===== config.mk =====
export PLATFORM = sky130hd
export DESIGN_NAME = dual_ultrasonic_ranger_warning
export DESIGN_NICKNAME = d
export VERILOG_FILES = /design/src/design/durw_pkg.sv /design/src/design/dual_ultrasonic_ranger_warning.sv
export SDC_FILE = /design/constraint.sdc
export NUM_CORES = 1
export LEC_CHECK = 0
export BUFFER_PORTS_ARGS = -buffer_cell sky130_fd_sc_hd__buf_2
export CAP_MARGIN = 30
export CORE_ASPECT_RATIO = 1.75
export CORE_MARGIN = 2
export CORE_UTILIZATION = 35
export CTS_CLUSTER_SIZE = 20
export DETAILED_ROUTE_END_ITERATION = 12
export GPL_ROUTABILITY_DRIVEN = 0
export PLACE_DENSITY = 0.59
export SLEW_MARGIN = 10
export SYNTH_ARGS = -nofsm -noshare
export SYNTH_HDL_FRONTEND = slang
export SYNTH_SLANG_ARGS = --single-unit
export TNS_END_PERCENT = 30

===== constraint.sdc =====
create_clock -name clk -period 12.52 [get_ports clk]
set_clock_uncertainty 0.1 [all_clocks]
set_input_delay 0.626 -clock clk [delete_from_list [all_inputs] [get_ports clk]]
set_output_delay 0.626 -clock clk [all_outputs]
set_load 0.1 [all_outputs]

===== src/design/durw_pkg.sv =====
// ----------------------------------------------------------------------------
// durw_pkg
// Event codes, sensor codes, register indexes and fixed constants of the
// dual ultrasonic ranger with proximity warning.
// ----------------------------------------------------------------------------
`default_nettype none

package durw_pkg;

    localparam int DEF_TIMER_WIDTH = 16;

    localparam int FUNC_W    = 2;
    localparam int CAP_W     = 16;
    localparam int SENSOR_W  = 2;
    localparam int DIST_W    = 10;
    localparam int SLOT_W    = 4;
    localparam int WARN_W    = 9;
    localparam int BLINK_W   = 4;
    localparam int CFG_IDX_W = 2;
    localparam int CFG_W     = 10;

    typedef logic [FUNC_W-1:0]   func_t;
    typedef logic [SENSOR_W-1:0] sensor_t;
    typedef logic [DIST_W-1:0]   dist_t;

    localparam func_t FUNC_TICK     = 2'd0;
    localparam func_t FUNC_ECHO_ONE = 2'd1;
    localparam func_t FUNC_ECHO_TWO = 2'd2;

    localparam sensor_t SENSOR_NONE = 2'd0;
    localparam sensor_t SENSOR_ONE  = 2'd1;
    localparam sensor_t SENSOR_TWO  = 2'd2;

    localparam logic [CFG_IDX_W-1:0] CFG_SLOT_TICKS      = 2'd0;
    localparam logic [CFG_IDX_W-1:0] CFG_WARN_CM         = 2'd1;
    localparam logic [CFG_IDX_W-1:0] CFG_MAX_CM          = 2'd2;
    localparam logic [CFG_IDX_W-1:0] CFG_MAX_BLINK_SLOTS = 2'd3;

    localparam logic [SLOT_W-1:0]  RST_SLOT_TICKS      = 4'd5;
    localparam logic [WARN_W-1:0]  RST_WARN_CM         = 9'd40;
    localparam logic [DIST_W-1:0]  RST_MAX_CM          = 10'd380;
    localparam logic [BLINK_W-1:0] RST_MAX_BLINK_SLOTS = 4'd4;

    // echo width per cm is 2*58 timer counts
    localparam logic [16:0] COUNTS_PER_CM = 17'd116;
    // floor(x/29) = (x * RECIP_29) >> RECIP_29_SHIFT, exact for x < 2^15
    localparam logic [30:0] RECIP_29       = 31'd36158;
    localparam int          RECIP_29_SHIFT = 20;
    // floor(d/10) = (d * RECIP_10) >> RECIP_10_SHIFT, exact for d < 1024
    localparam logic [17:0] RECIP_10       = 18'd205;
    localparam int          RECIP_10_SHIFT = 11;

endpackage

`default_nettype wire


===== src/design/dual_ultrasonic_ranger_warning.sv =====
// ----------------------------------------------------------------------------
// dual_ultrasonic_ranger_warning
// Two-sensor ultrasonic ranging controller with blinking proximity warning.
//
// Input channel (in_valid/in_stall) carries one event per item: a tick, or an
// echo edge of sensor one or two with its timer capture. Output channel
// (out_valid/out_stall) returns exactly one result item per event: the sensor
// triggered by it, both stored distances, buzzer/lamp drive and warning flag.
// An item is taken when valid is high and stall is low.
// Two registers: input register, then all state update and result in
// one pass into the output register. Throughput is one item per cycle; the
// input register keeps accepting while a result waits under out_stall, and
// in_stall rises only when both registers are full and the output is stalled.
// Pulse width to cm uses one 15x31 constant multiply; the blink period uses
// two small constant multiplies, all within that one pass.
// Reset (rst_n low, async) clears both channels, loads register defaults,
// arms sensor one and clears distances, edge flags, blink and warning state.
// Configuration writes (cfg_we/cfg_index/cfg_data) take effect at once and
// are meant for idle periods only.
// ----------------------------------------------------------------------------
`default_nettype none

module dual_ultrasonic_ranger_warning #(
    parameter int TIMER_WIDTH = durw_pkg::DEF_TIMER_WIDTH
) (
    input  wire logic                               clk,
    input  wire logic                               rst_n,

    input  wire logic                               cfg_we,
    input  wire logic [durw_pkg::CFG_IDX_W-1:0]     cfg_index,
    input  wire logic [durw_pkg::CFG_W-1:0]         cfg_data,

    input  wire logic                               in_valid,
    output logic                                    in_stall,
    input  wire logic [durw_pkg::FUNC_W-1:0]        func,
    input  wire logic [durw_pkg::CAP_W-1:0]         capture_time,

    output logic                                    out_valid,
    input  wire logic                               out_stall,
    output logic [durw_pkg::SENSOR_W-1:0]           trigger_sensor,
    output logic [durw_pkg::DIST_W-1:0]             distance_one,
    output logic [durw_pkg::DIST_W-1:0]             distance_two,
    output logic                                    buzzer_on,
    output logic                                    lamp_on,
    output logic                                    warning_active
);

    import durw_pkg::*;

    localparam int CW = (TIMER_WIDTH > 17) ? TIMER_WIDTH : 17;

    // configuration
    logic [SLOT_W-1:0]  slot_ticks_reg;
    logic [WARN_W-1:0]  warn_cm_reg;
    logic [DIST_W-1:0]  max_cm_reg;
    logic [BLINK_W-1:0] max_blink_reg;

    // input register
    logic              s1_valid_reg;
    func_t             s1_func_reg;
    logic [CAP_W-1:0]  s1_cap_reg;

    // output register
    logic              out_valid_reg;
    sensor_t           out_trig_reg;
    dist_t             out_d1_reg;
    dist_t             out_d2_reg;
    logic              out_level_reg;
    logic              out_warn_reg;

    // ranging state
    logic [SLOT_W-1:0]      tick_reg, tick_next;
    logic                   slot_two_reg, slot_two_next;
    sensor_t                armed_reg, armed_next;
    logic [1:0]             seen_reg, seen_next;
    logic [TIMER_WIDTH-1:0] start_reg [2];
    logic [TIMER_WIDTH-1:0] start_next [2];
    dist_t                  dist_reg [2];
    dist_t                  dist_next [2];
    logic [BLINK_W-1:0]     blink_reg, blink_next;
    logic                   level_reg, level_next;
    logic                   warn_reg, warn_next;
    sensor_t                trig;

    logic adv;
    logic in_fire;

    assign adv      = s1_valid_reg && (!out_valid_reg || !out_stall);
    assign in_stall = s1_valid_reg && !adv;
    assign in_fire  = in_valid && !in_stall;

    // echo pulse width to cm
    logic                   sel;
    logic [TIMER_WIDTH-1:0] cap_t;
    logic [TIMER_WIDTH-1:0] pulse_w;
    logic [16:0]            limit;
    logic                   in_range;
    logic [16:0]            w17;
    logic [30:0]            prod;
    dist_t                  cm;

    assign sel      = (s1_func_reg == FUNC_ECHO_TWO);
    assign cap_t    = TIMER_WIDTH'(s1_cap_reg);
    assign pulse_w  = cap_t - start_reg[sel];
    assign limit    = ({7'b0, max_cm_reg} + 17'd1) * COUNTS_PER_CM;
    assign in_range = CW'(pulse_w) < CW'(limit);
    assign w17      = 17'(pulse_w);
    assign prod     = {16'b0, w17[16:2]} * RECIP_29;
    assign cm       = prod[RECIP_29_SHIFT+DIST_W-1:RECIP_29_SHIFT];

    // blink period
    logic [17:0] q1_prod, q2_prod;
    logic [6:0]  p1, p2, pmin;
    logic [3:0]  lim;
    logic [3:0]  period;
    logic        warn_now;

    assign q1_prod  = {8'b0, dist_reg[0]} * RECIP_10;
    assign q2_prod  = {8'b0, dist_reg[1]} * RECIP_10;
    assign p1       = q1_prod[RECIP_10_SHIFT+6:RECIP_10_SHIFT] + 7'd1;
    assign p2       = q2_prod[RECIP_10_SHIFT+6:RECIP_10_SHIFT] + 7'd1;
    assign pmin     = (p1 < p2) ? p1 : p2;
    assign lim      = (max_blink_reg == 4'd0) ? 4'd1 : max_blink_reg;
    assign period   = (pmin > {3'b0, lim}) ? lim : pmin[3:0];
    assign warn_now = ({1'b0, warn_cm_reg} >= dist_reg[0])
                   || ({1'b0, warn_cm_reg} >= dist_reg[1]);

    always_comb
    begin
        tick_next     = tick_reg;
        slot_two_next = slot_two_reg;
        armed_next    = armed_reg;
        seen_next     = seen_reg;
        start_next    = start_reg;
        dist_next     = dist_reg;
        blink_next    = blink_reg;
        level_next    = level_reg;
        warn_next     = warn_reg;
        trig          = SENSOR_NONE;
        unique case (s1_func_reg)
            FUNC_TICK:
            begin
                if ({1'b0, tick_reg} + 5'd1 >= {1'b0, slot_ticks_reg})
                begin
                    tick_next     = '0;
                    slot_two_next = !slot_two_reg;
                    armed_next    = slot_two_reg ? SENSOR_ONE : SENSOR_TWO;
                    trig          = slot_two_reg ? SENSOR_ONE : SENSOR_TWO;
                    warn_next     = warn_now;
                    if (warn_now)
                    begin
                        if ({1'b0, blink_reg} + 5'd1 >= {1'b0, period})
                        begin
                            blink_next = '0;
                            level_next = !level_reg;
                        end
                        else
                        begin
                            blink_next = blink_reg + 4'd1;
                        end
                    end
                    else
                    begin
                        level_next = 1'b0;
                    end
                end
                else
                begin
                    tick_next = tick_reg + 4'd1;
                end
            end
            FUNC_ECHO_ONE, FUNC_ECHO_TWO:
            begin
                if (armed_reg == (sel ? SENSOR_TWO : SENSOR_ONE))
                begin
                    if (!seen_reg[sel])
                    begin
                        start_next[sel] = cap_t;
                        seen_next[sel]  = 1'b1;
                    end
                    else
                    begin
                        if (in_range)
                        begin
                            dist_next[sel] = cm;
                        end
                        seen_next[sel] = 1'b0;
                        armed_next     = SENSOR_NONE;
                    end
                end
            end
            default:
            begin
            end
        endcase
    end

    always_ff @(posedge clk or negedge rst_n)
    begin
        if (!rst_n)
        begin
            slot_ticks_reg <= RST_SLOT_TICKS;
            warn_cm_reg    <= RST_WARN_CM;
            max_cm_reg     <= RST_MAX_CM;
            max_blink_reg  <= RST_MAX_BLINK_SLOTS;
        end
        else if (cfg_we)
        begin
            unique case (cfg_index)
                CFG_SLOT_TICKS:      slot_ticks_reg <= cfg_data[SLOT_W-1:0];
                CFG_WARN_CM:         warn_cm_reg    <= cfg_data[WARN_W-1:0];
                CFG_MAX_CM:          max_cm_reg     <= cfg_data[DIST_W-1:0];
                CFG_MAX_BLINK_SLOTS: max_blink_reg  <= cfg_data[BLINK_W-1:0];
                default:             ;
            endcase
        end
    end

    always_ff @(posedge clk or negedge rst_n)
    begin
        if (!rst_n)
        begin
            s1_valid_reg  <= 1'b0;
            out_valid_reg <= 1'b0;
        end
        else
        begin
            if (in_fire)
            begin
                s1_valid_reg <= 1'b1;
            end
            else if (adv)
            begin
                s1_valid_reg <= 1'b0;
            end
            if (adv)
            begin
                out_valid_reg <= 1'b1;
            end
            else if (!out_stall)
            begin
                out_valid_reg <= 1'b0;
            end
        end
    end

    always_ff @(posedge clk)
    begin
        if (in_fire)
        begin
            s1_func_reg <= func;
            s1_cap_reg  <= capture_time;
        end
        if (adv)
        begin
            out_trig_reg  <= trig;
            out_d1_reg    <= dist_next[0];
            out_d2_reg    <= dist_next[1];
            out_level_reg <= level_next;
            out_warn_reg  <= warn_next;
        end
    end

    always_ff @(posedge clk or negedge rst_n)
    begin
        if (!rst_n)
        begin
            tick_reg     <= '0;
            slot_two_reg <= 1'b0;
            armed_reg    <= SENSOR_ONE;
            seen_reg     <= '0;
            start_reg[0] <= '0;
            start_reg[1] <= '0;
            dist_reg[0]  <= '0;
            dist_reg[1]  <= '0;
            blink_reg    <= '0;
            level_reg    <= 1'b0;
            warn_reg     <= 1'b0;
        end
        else if (adv)
        begin
            tick_reg     <= tick_next;
            slot_two_reg <= slot_two_next;
            armed_reg    <= armed_next;
            seen_reg     <= seen_next;
            start_reg    <= start_next;
            dist_reg     <= dist_next;
            blink_reg    <= blink_next;
            level_reg    <= level_next;
            warn_reg     <= warn_next;
        end
    end

    assign out_valid      = out_valid_reg;
    assign trigger_sensor = out_trig_reg;
    assign distance_one   = out_d1_reg;
    assign distance_two   = out_d2_reg;
    assign buzzer_on      = out_level_reg;
    assign lamp_on        = out_level_reg;
    assign warning_active = out_warn_reg;

endmodule

`default_nettype wire


==> results of run 1 <==
## worst max-delay path by stage
stage          slack (ns)                         to  depth (start not counted)
6_report             2.27  distance_one[8]$_DFFE_PP_                         33
5_1_grt              1.65  distance_two[8]$_DFFE_PP_                         33
4_1_cts              2.25  distance_two[8]$_DFFE_PP_                         33
3_5_place_dp         2.30  distance_two[8]$_DFFE_PP_                         33
3_3_place_gp         2.52  distance_two[8]$_DFFE_PP_                         33
2_1_floorplan        3.06  distance_one[9]$_DFFE_PP_                         34
## synth_stat cells (4+ instances only)
master    number
a211o_1        6
a211oi_1       4
a21boi_0       4
a21o_1        33
a21oi_1       33
a31oi_1        8
and2_1         6
and3_1         9
buf_4          4
clkbuf_1       8
dfrtp_1       84
dfstp_2       12
edfxtp_1      42
fa_1         112
ha_1         316
inv_1        238
mux2_2        91
mux2i_1       24
nand2_1       46
nand2b_1      14
nand3_1       27
nand4_1       11
nor2_1        47
nor2b_1        9
nor3_1         9
o21a_1        10
o21ai_0       47
o21bai_1       4
o31ai_1        6
or3_1          8
or4_1          4
xnor2_1       46
xor2_1        34
## worst register-to-register path, delay by kind of cell, from the launching register on
kind	cells	cell delay [ns]
adders and majority gates	9	3.92
AOI/OAI and AO/OA	15	3.86
buffers and inverters	5	0.73
xor gates and xnor gates	1	0.46
muxes	2	0.40
DFF	1	0.36
and+or+nand+nor	1	0.12
## timing repair
action	4_1_cts	5_1_grt
endpoints found under the hold margin	19	0
gates resized for setup	0	0
buffers inserted	0	0
hold buffers	1	0
## layer usage
layer / up-vias / wire length [um]
li1: 5053 / -
met1: 5187 / 12900
met2: 156 / 20400
met3: 78 / 840
met4: 0 / 1580
met5: - / 0
## final cells by class
| class | instances | area [um2] | area share (%) |
|---|---|---|---|
| Multi-Input combinational cell | 1029 | 10600 | 62.8 |
| Clock buffer | 17 | 425 | 2.51 |
| Sequential cell | 138 | 3680 | 21.7 |
| Clock inverter | 15 | 154 | 0.909 |
| Timing Repair Buffer | 74 | 428 | 2.53 |
| Inverter | 238 | 893 | 5.28 |
| Tap cell | 566 | 708 | 4.19 |
## cells in the final DEF, fill, tap and decap left out, types with 12 or more instances in the layout
cell type / n
clkbuf_16: 17
buf_4: 12
a21o_1: 33
fa_1: 112
o21ai_0: 47
a21oi_1: 33
dfrtp_1: 84
dfstp_2: 12
nor2_1: 47
nand2b_1: 14
buf_2: 60
inv_1: 238
edfxtp_1: 42
ha_1: 316
nand2_1: 46
mux2i_1: 24
xnor2_1: 46
mux2_2: 91
xor2_1: 34
nand3_1: 27
## cell families (layout without fill, tap and decap cells)
kind of cell             Yosys count  count (layout)  synth area share, %
adder cells (fa/ha/maj)          428             428                 40.6
buffers and inverters            252             344                 6.29
AND/OR/NAND/NOR                  216             216                 7.59
AO/OA/AOI/OAI                    190             190                 8.59
flip-flops                       138             138                 24.1
multiplexers                     115             115                 8.28
XOR/XNOR                          80              80                 4.59
## stage by stage
step                      hold slack (ns)  cells  instance area (um2)  setup WS [ns]
after global placement              0.353   2042                16300           2.52
after detailed placement            0.372   2044                16300           2.30
after global routing                0.223   2077                16900           1.65
after floorplan                     0.230   1419                15300           3.06
after CTS                           0.223   2077                16900           2.25
final                               0.247   2077                16900           2.27
==> reports/metrics.cfg, run 1 <==
[worst_setup_path]
critical-path-slowest-cell = fa_1
crit_family = adder cells
reg2reg_depth = 33
r2r-end = distance_one[8]$_DFFE_PP_
path_buf_inv = 5
cpPeakStageDelay_ns = 0.64
path_max_fanout = 18
reg2reg_slack_ns = 2.27
crit_path_end_kind = flop
path_class = reg -> reg
path_common_cell = fa_1
rr_startpoint = s1_func_reg[0]$_DFFE_PP_
cp-startpoint = s1_func_reg[0]$_DFFE_PP_
start_kind = flop
worstPathArrival_ns = 10.31
worstPathRequired_ns = 12.58

[logic_synthesis]
synth_cell_types = 75
syn_area_per_cell_um2 = 10.8
synth_nets = 1882
synthDominantCellAreaShare_pct = 25.9
async_reset_ff_share_pct = 69.6
syn-instance-count = 1419
synth_edf_count = 42
ys_seq_area_share_pct = 24.1
ys_warn_count = 0
synthTopCellsByArea = ha_1 (26%), fa_1 (15%), dfrtp_1 (14%)
netlist_area_mm2 = 0.0153
ys_seq_elements = 138
synth_ff_type = dfrtp_1
synth_top_area_cell = ha_1

[grt]
grtUsageMet1_pct = 16.3
grt_busiest_layer = met2
grt_pass1_vias = 11400
grt_use_total_pct = 16.4
grt_max_degree = 45
grtUsageMet3_pct = 1.98
gr-usage-met2_pct = 32.8
antenna_found_initial = 0
grt_pass1_wl_um = 57500
grt-ovfl-total = 0

[drt]
firstDrtPassIters = 5
vias_per_cell = 5.04
drc = 0
wl_per_cell_um = 17.2
first_iter_violations = 341
ant_nets = 0
vias = 10500
wl_um = 35700

[clock_tree]
cts_sinks = 138
clkLatencyLatePin_ns = 0.45
cts-root-buf = clkbuf_16
cts_tree = built
numCtsBuffers = 17
cts_max_path_buffers = 2
cts.htree.levels = 4
clk_pin_slew_ns = 0.07

[placed_design]
io_buffers = 61
dp_hpwl_um = 30500

[final_layout]
largest_reg_flops = 32
final_core_util_pct = 39.2
antennaDiodeCount = 0
drive_above_1_share_pct = 15.4
fin_nets = 1961
fill_cells = 4290
syn_to_final_growth_pct = 10.8

[timing]
hold_violations = 0
tns_ns = 0
worstMarginPinSlew_ns = 0.967
drv_slew = 0
slew_headroom_pct = 35.0
final.min_clock_period_ns = 10.25
rsz0062_at_grt = no
setup_viol = 0
clock.fmax_ghz = 0.0976
fin_crit_sh_pct = 81.9

[die]
die_y_um = 280
io_pins = 62
initial_core_util_pct = 35.3
die_area_mm2 = 0.0454
rows = 101
die_w_um = 162
core_area_mm2 = 0.0432

[worst_hold_path]
holdPathEnd = cap_t[1]$_DFFE_PP_
hold_path.class = in -> reg
hp-start = capture_time[1]
hold_depth = 1

[outcome]
outcome = complete, no violations

[job]
cap_violations = 0

Power of run 1 is not shown: default switching activity piles up to over one toggle a cycle in this logic, so the estimate is an artifact.
==> run 2: changes to the inputs <==
PLACE_DENSITY = 0.61   (was 0.59)
clock period = 8.25 ns   (was 12.52 ns; I/O delays follow)
==> run 2 against run 1 <==
The run now ends with setup timing left. Die area unchanged. Global-route usage is 1.3 points higher. Core utilization is 5.4 points higher. Via count increased by 8.5%. Final area increased by 14%. Worst setup slack worse by 2.8 ns. Critical endpoint is now blink_reg[1]$_DFFE_PN0P_.
==> reports/metrics.cfg, run 2 (synthesis results as in run 1) <==
[outcome]
outcome = complete, but fails checks
violations = setup timing

[final_layout]
multiInputGateArea_mm2 = 0.0113
ff_latch_area_mm2 = 0.00369
fill_cells = 4122
final_core_util_pct = 44.6
syn_to_final_growth_pct = 26.1
largest_reg_flops = 32
final_cell_mix = ha_1 (294), buf_4 (233), inv_1 (230)
drive_above_1_share_pct = 32.0
final_cells = 2303
design_area_mm2 = 0.0193
antennaDiodeCount = 0
fin_nets = 2187
layout_commonest_cell = ha_1

[die]
core_area_mm2 = 0.0432
die_w_um = 162
initial_core_util_pct = 35.3
io_pins = 62
rows = 101
die_area_mm2 = 0.0454
die_y_um = 280

[drt]
firstDrtPassIters = 4
drc = 0
wl_per_cell_um = 16.9
vias = 11400
wl_um = 39000
first_iter_violations = 320
ant_nets = 0
vias_per_cell = 4.93

[clock_tree]
cts.htree.levels = 4
cts-root-buf = clkbuf_16
cts_tree = built
numCtsBuffers = 17
cts_max_path_buffers = 2
cts_sinks = 138
clkLatencyLatePin_ns = 0.44
clk_pin_slew_ns = 0.07

[worst_setup_path]
path_class = reg -> reg
crit_path_end_kind = flop
reg2reg_depth = 40
critical-path-slowest-cell = fa_1
worstPathArrival_ns = 9.07
start_kind = flop
rr_startpoint = dist_reg[12]$_DFFE_PN0P_
worstPathRequired_ns = 8.49
cpPeakStageDelay_ns = 0.55
path_common_cell = inv_2
cp-startpoint = dist_reg[12]$_DFFE_PN0P_
reg2reg_slack_ns = -0.57
path_max_fanout = 7

[timing]
hold_violations = 0
setup_viol = 32
final.min_clock_period_ns = 8.82
slew_headroom_pct = 24.5
setup_ws_ns = -0.572
clock.fmax_ghz = 0.113
worstMarginPinSlew_ns = 1.13
holdWs_ns = 0.0460
drv_slew = 0
fin_crit_sh_pct = 107
rsz0062_at_grt = yes

[placed_design]
io_buffers = 61
dp_hpwl_um = 32200
dp.cells = 2241
postPlaceCellArea_mm2 = 0.0179

[job]
cap_violations = 0

[grt]
grt_pass1_wl_um = 62800
grt-ovfl-total = 0
antenna_found_initial = 0
grt_use_total_pct = 17.7
grt_pass1_vias = 12600
grt_max_degree = 65

[worst_hold_path]
hold_path.class = in -> reg
hp-start = capture_time[0]
hold_depth = 1

run 2: metal layers:
metal | vias to the layer above | wire [um] | track usage [%]
met5 | - | 0 | 0
met4 | 0 | 2070 | 9.10
met3 | 88 | 645 | 1.61
met2 | 165 | 22500 | 35.6
met1 | 5611 | 13800 | 17.4
li1 | 5498 | - | -
run 2: final timing paths:
check,end
max,blink_reg[1]$_DFFE_PN0P_
min,cap_t[0]$_DFFE_PP_
max reg2reg,blink_reg[1]$_DFFE_PN0P_
min reg2reg,out_valid$_DFFE_PN0P_
max in group asynchronous,dist_reg[14]$_DFFE_PN0P_
min in group asynchronous,start_reg[4]$_DFFE_PN0P_
run 2: per-stage QoR:
stage	worst slack, ns	setup TNS, ns
after global routing	-1.02	-22.36
after CTS	-0.624	-6.88
after floorplan	-0.362	-3.21
after detailed placement	-0.861	-18.18
after global placement	-0.577	-12.45
final	-0.572	-7.90
run 2: layout make-up:
cell class	count	share of cell area [%]
clock buffers	23	2.38
clock inverters	9	0.481
well taps	566	3.68
repair buffers	300	11.1
inverters	238	4.64
multi-input cells	1029	58.6
flip-flops and latches	138	19.1
run 2: worst max-delay path: cells and delay by family (launching register included):
kind / cells / cell delay [ns]
multiplexers: 1 / 0.18
AO/OA/AOI/OAI: 14 / 2.77
XOR/XNOR: 1 / 0.07
buffers and inverters: 4 / 0.17
AND/OR/NAND/NOR: 11 / 1.97
adder cells (fa/ha/maj): 9 / 3.02
flip-flops: 1 / 0.44
run 2: repair_timing:
item / CTS / global route
cloned: 0 / 0
endpoints found under the hold margin: 32 / 0
endpoints found under the setup margin: 44 / 46
pin swaps: 23 / 28
gates resized for setup: 59 / 63
setup buffers: 17 / 13
hold buffers: 1 / 0
Power of run 2 is left out for the same reason.
==> run 3: changes to the inputs <==
--- a/config.mk
+++ b/config.mk
@@ -7,2 +7,3 @@
 export LEC_CHECK = 0
+export ABC_AREA = 1
 export BUFFER_PORTS_ARGS = -buffer_cell sky130_fd_sc_hd__buf_2
@@ -16,2 +17,3 @@
 export PLACE_DENSITY = 0.61
+export RECOVER_POWER = 50
 export SLEW_MARGIN = 10
==> constraint.sdc (replaced) <==
create_clock -name clk -period 8.25 [get_ports clk]
set_clock_uncertainty 0.1 [all_clocks]
set_input_delay 1.65 -clock clk [delete_from_list [all_inputs] [get_ports clk]]
set_output_delay 1.65 -clock clk [all_outputs]
set_load 0.1 [all_outputs]
==> run 3 against run 2 <==
The flow finishes with violations (capacitance limit, slew limit). Non-clock buffer count fell by 223. First-iteration DRC count increased by 53%. Via count grew 18%. Register-to-register slack better by 1.1 ns. Global-route usage down 0.16 points. Synthesized cell count up 42%. Area after synthesis up 9.6%. Largest cell class unchanged.
==> reports/metrics.cfg, run 3 <==
[logic_synthesis]
syn_area_per_cell_um2 = 8.28
async_reset_ff_share_pct = 69.6
synth_most_common_cell = nand2_1
ys_seq_elements = 138
synthDominantCellAreaShare_pct = 23.6
synth_top_area_cell = ha_1
synth_ff_type = dfrtp_1
ys_warn_count = 0
ys_seq_area_share_pct = 22.0
netlist_area_mm2 = 0.0167
synth_edf_count = 42
synth_cell_types = 58
synthTopCellsByArea = ha_1 (24%), fa_1 (13%), dfrtp_1 (13%)
syn-instance-count = 2022
synth_commonest_cells = nand2_1 (402), inv_1 (391), ha_1 (316), fa_1 (112), o21ai_0 (107)
synth_nets = 2485

[drt]
drc = 0
first_iter_violations = 491
vias_per_cell = 4.95
wl_per_cell_um = 15.5
vias = 13400
wl_um = 42000
firstDrtPassIters = 7
ant_nets = 0

[placed_design]
dp_hpwl_um = 36000
io_buffers = 61
postPlaceCellArea_mm2 = 0.0178

[outcome]
violations = capacitance limit, slew limit
outcome = complete, but fails checks

[worst_setup_path]
cp-startpoint = s1_func_reg[1]$_DFFE_PP_
start_kind = flop
worstPathRequired_ns = 8.35
worstPathArrival_ns = 7.87
path_max_fanout = 10
path_common_cell = nand2_4
rr_startpoint = s1_func_reg[1]$_DFFE_PP_
path_class = reg -> reg
crit_path_end_kind = flop
cpPeakStageDelay_ns = 0.55
critical-path-slowest-cell = fa_1
r2r-end = distance_two[6]$_DFFE_PP_
reg2reg_slack_ns = 0.48
reg2reg_depth = 41

[timing]
hold_violations = 0
setup_viol = 0
slew_headroom_pct = -138
fin_crit_sh_pct = 94.1
drv_slew = 99
clock.fmax_ghz = 0.129
worstMarginPinSlew_ns = 3.57
final.min_clock_period_ns = 7.77

[clock_tree]
clkLatencyLatePin_ns = 0.45
cts_sinks = 138
cts.htree.levels = 4
cts_max_path_buffers = 2
hold_buffers = 0
cts_tree = built
cts-root-buf = clkbuf_16
numCtsBuffers = 17
clk_pin_slew_ns = 0.06

[final_layout]
design_area_mm2 = 0.0186
fin_nets = 2565
multiInputGateArea_mm2 = 0.0117
syn_to_final_growth_pct = 11.2
antennaDiodeCount = 0
final_cell_mix = nand2_1 (397), inv_1 (390), ha_1 (308)
drive_above_1_share_pct = 11.1
largest_reg_flops = 32
ff_latch_area_mm2 = 0.00368
fill_cells = 4849
layout_commonest_cell = nand2_1

[die]
die_area_mm2 = 0.0497
io_pins = 62
core_area_mm2 = 0.0475
die_w_um = 169
die_y_um = 293
rows = 106
initial_core_util_pct = 35.3

[worst_hold_path]
holdPathEnd = start_reg[12]$_DFFE_PN0P_
hold_path.class = reg -> reg
hold_depth = 1
hp-start = start_reg[12]$_DFFE_PN0P_

[grt]
antenna_found_initial = 0
grt_pass1_wl_um = 68900
grt-ovfl-total = 0
grt_max_degree = 66
grt_pass1_vias = 14200
grt_use_total_pct = 17.5

[job]
cap_violations = 2

## run 3: how the worst max path moves through the flow
stage,endpoint
after floorplan,distance_one[6]$_DFFE_PP_
after global placement,distance_two[6]$_DFFE_PP_
final,distance_two[6]$_DFFE_PP_
after CTS,distance_two[6]$_DFFE_PP_
after global routing,buzzer_on$_DFFE_PP_
after detailed placement,buzzer_on$_DFFE_PP_
## run 3: layout make-up
| class | instances | share of cell area (%) |
|---|---|---|
| Sequential cell | 138 | 19.8 |
| Clock buffer | 18 | 2.31 |
| Multi-Input combinational cell | 1462 | 62.6 |
| Clock inverter | 14 | 0.807 |
| Tap cell | 594 | 3.99 |
| Timing Repair Buffer | 77 | 2.26 |
| Inverter | 406 | 8.21 |
## run 3: routing by layer
metal / wire [um] / GRT usage, % / share of wire (%)
met3: 859 / 2.05 / 2.0
met1: 14900 / 16.8 / 35
met2: 23600 / 34.5 / 56
met5: 0 / 0 / 0
met4: 2640 / 11.0 / 6.3
## run 3: repair_timing
item                                    CTS  global route
buffers inserted                          0             3
resized for setup                         1            47
endpoints found under the setup margin    2            45
pin swaps                                 0            12
## run 3: cell families after synthesis
kind of cell | count (synthesis) | synth area share (%)
AOI/OAI and AO/OA | 256 | 8.54
xor gates and xnor gates | 41 | 2.14
adders and majority gates | 428 | 37.0
buffers and inverters | 422 | 9.57
DFF | 138 | 22.0
muxes | 17 | 1.14
and+or+nand+nor | 720 | 19.6
## run 3: stage by stage
step	worst slack (ns)	hold WS, ns	utilization (%)	instances	TNS (ns)
2_1_floorplan	0.411	0.353	-	2022	0
3_3_place_gp	0.166	0.368	37.5	2674	0
3_5_place_dp	-0.0470	0.375	37.5	2674	-0.0595
4_1_cts	0.0640	0.391	38.7	2706	0
5_1_grt	-0.0382	0.418	39.2	2709	-0.0594
6_report	0.484	0.386	39.2	2709	0
## run 3: critical path: cells and delay by family (launching register included)
| family | cells | cell delay, ns |
|---|---|---|
| adder cells (fa/ha/maj) | 9 | 3.85 |
| AND/OR/NAND/NOR | 21 | 1.98 |
| AO/OA/AOI/OAI | 4 | 0.48 |
| flip-flops | 1 | 0.42 |
| buffers and inverters | 6 | 0.41 |
| XOR/XNOR | 1 | 0.27 |
Power of run 3 is left out for the same reason.
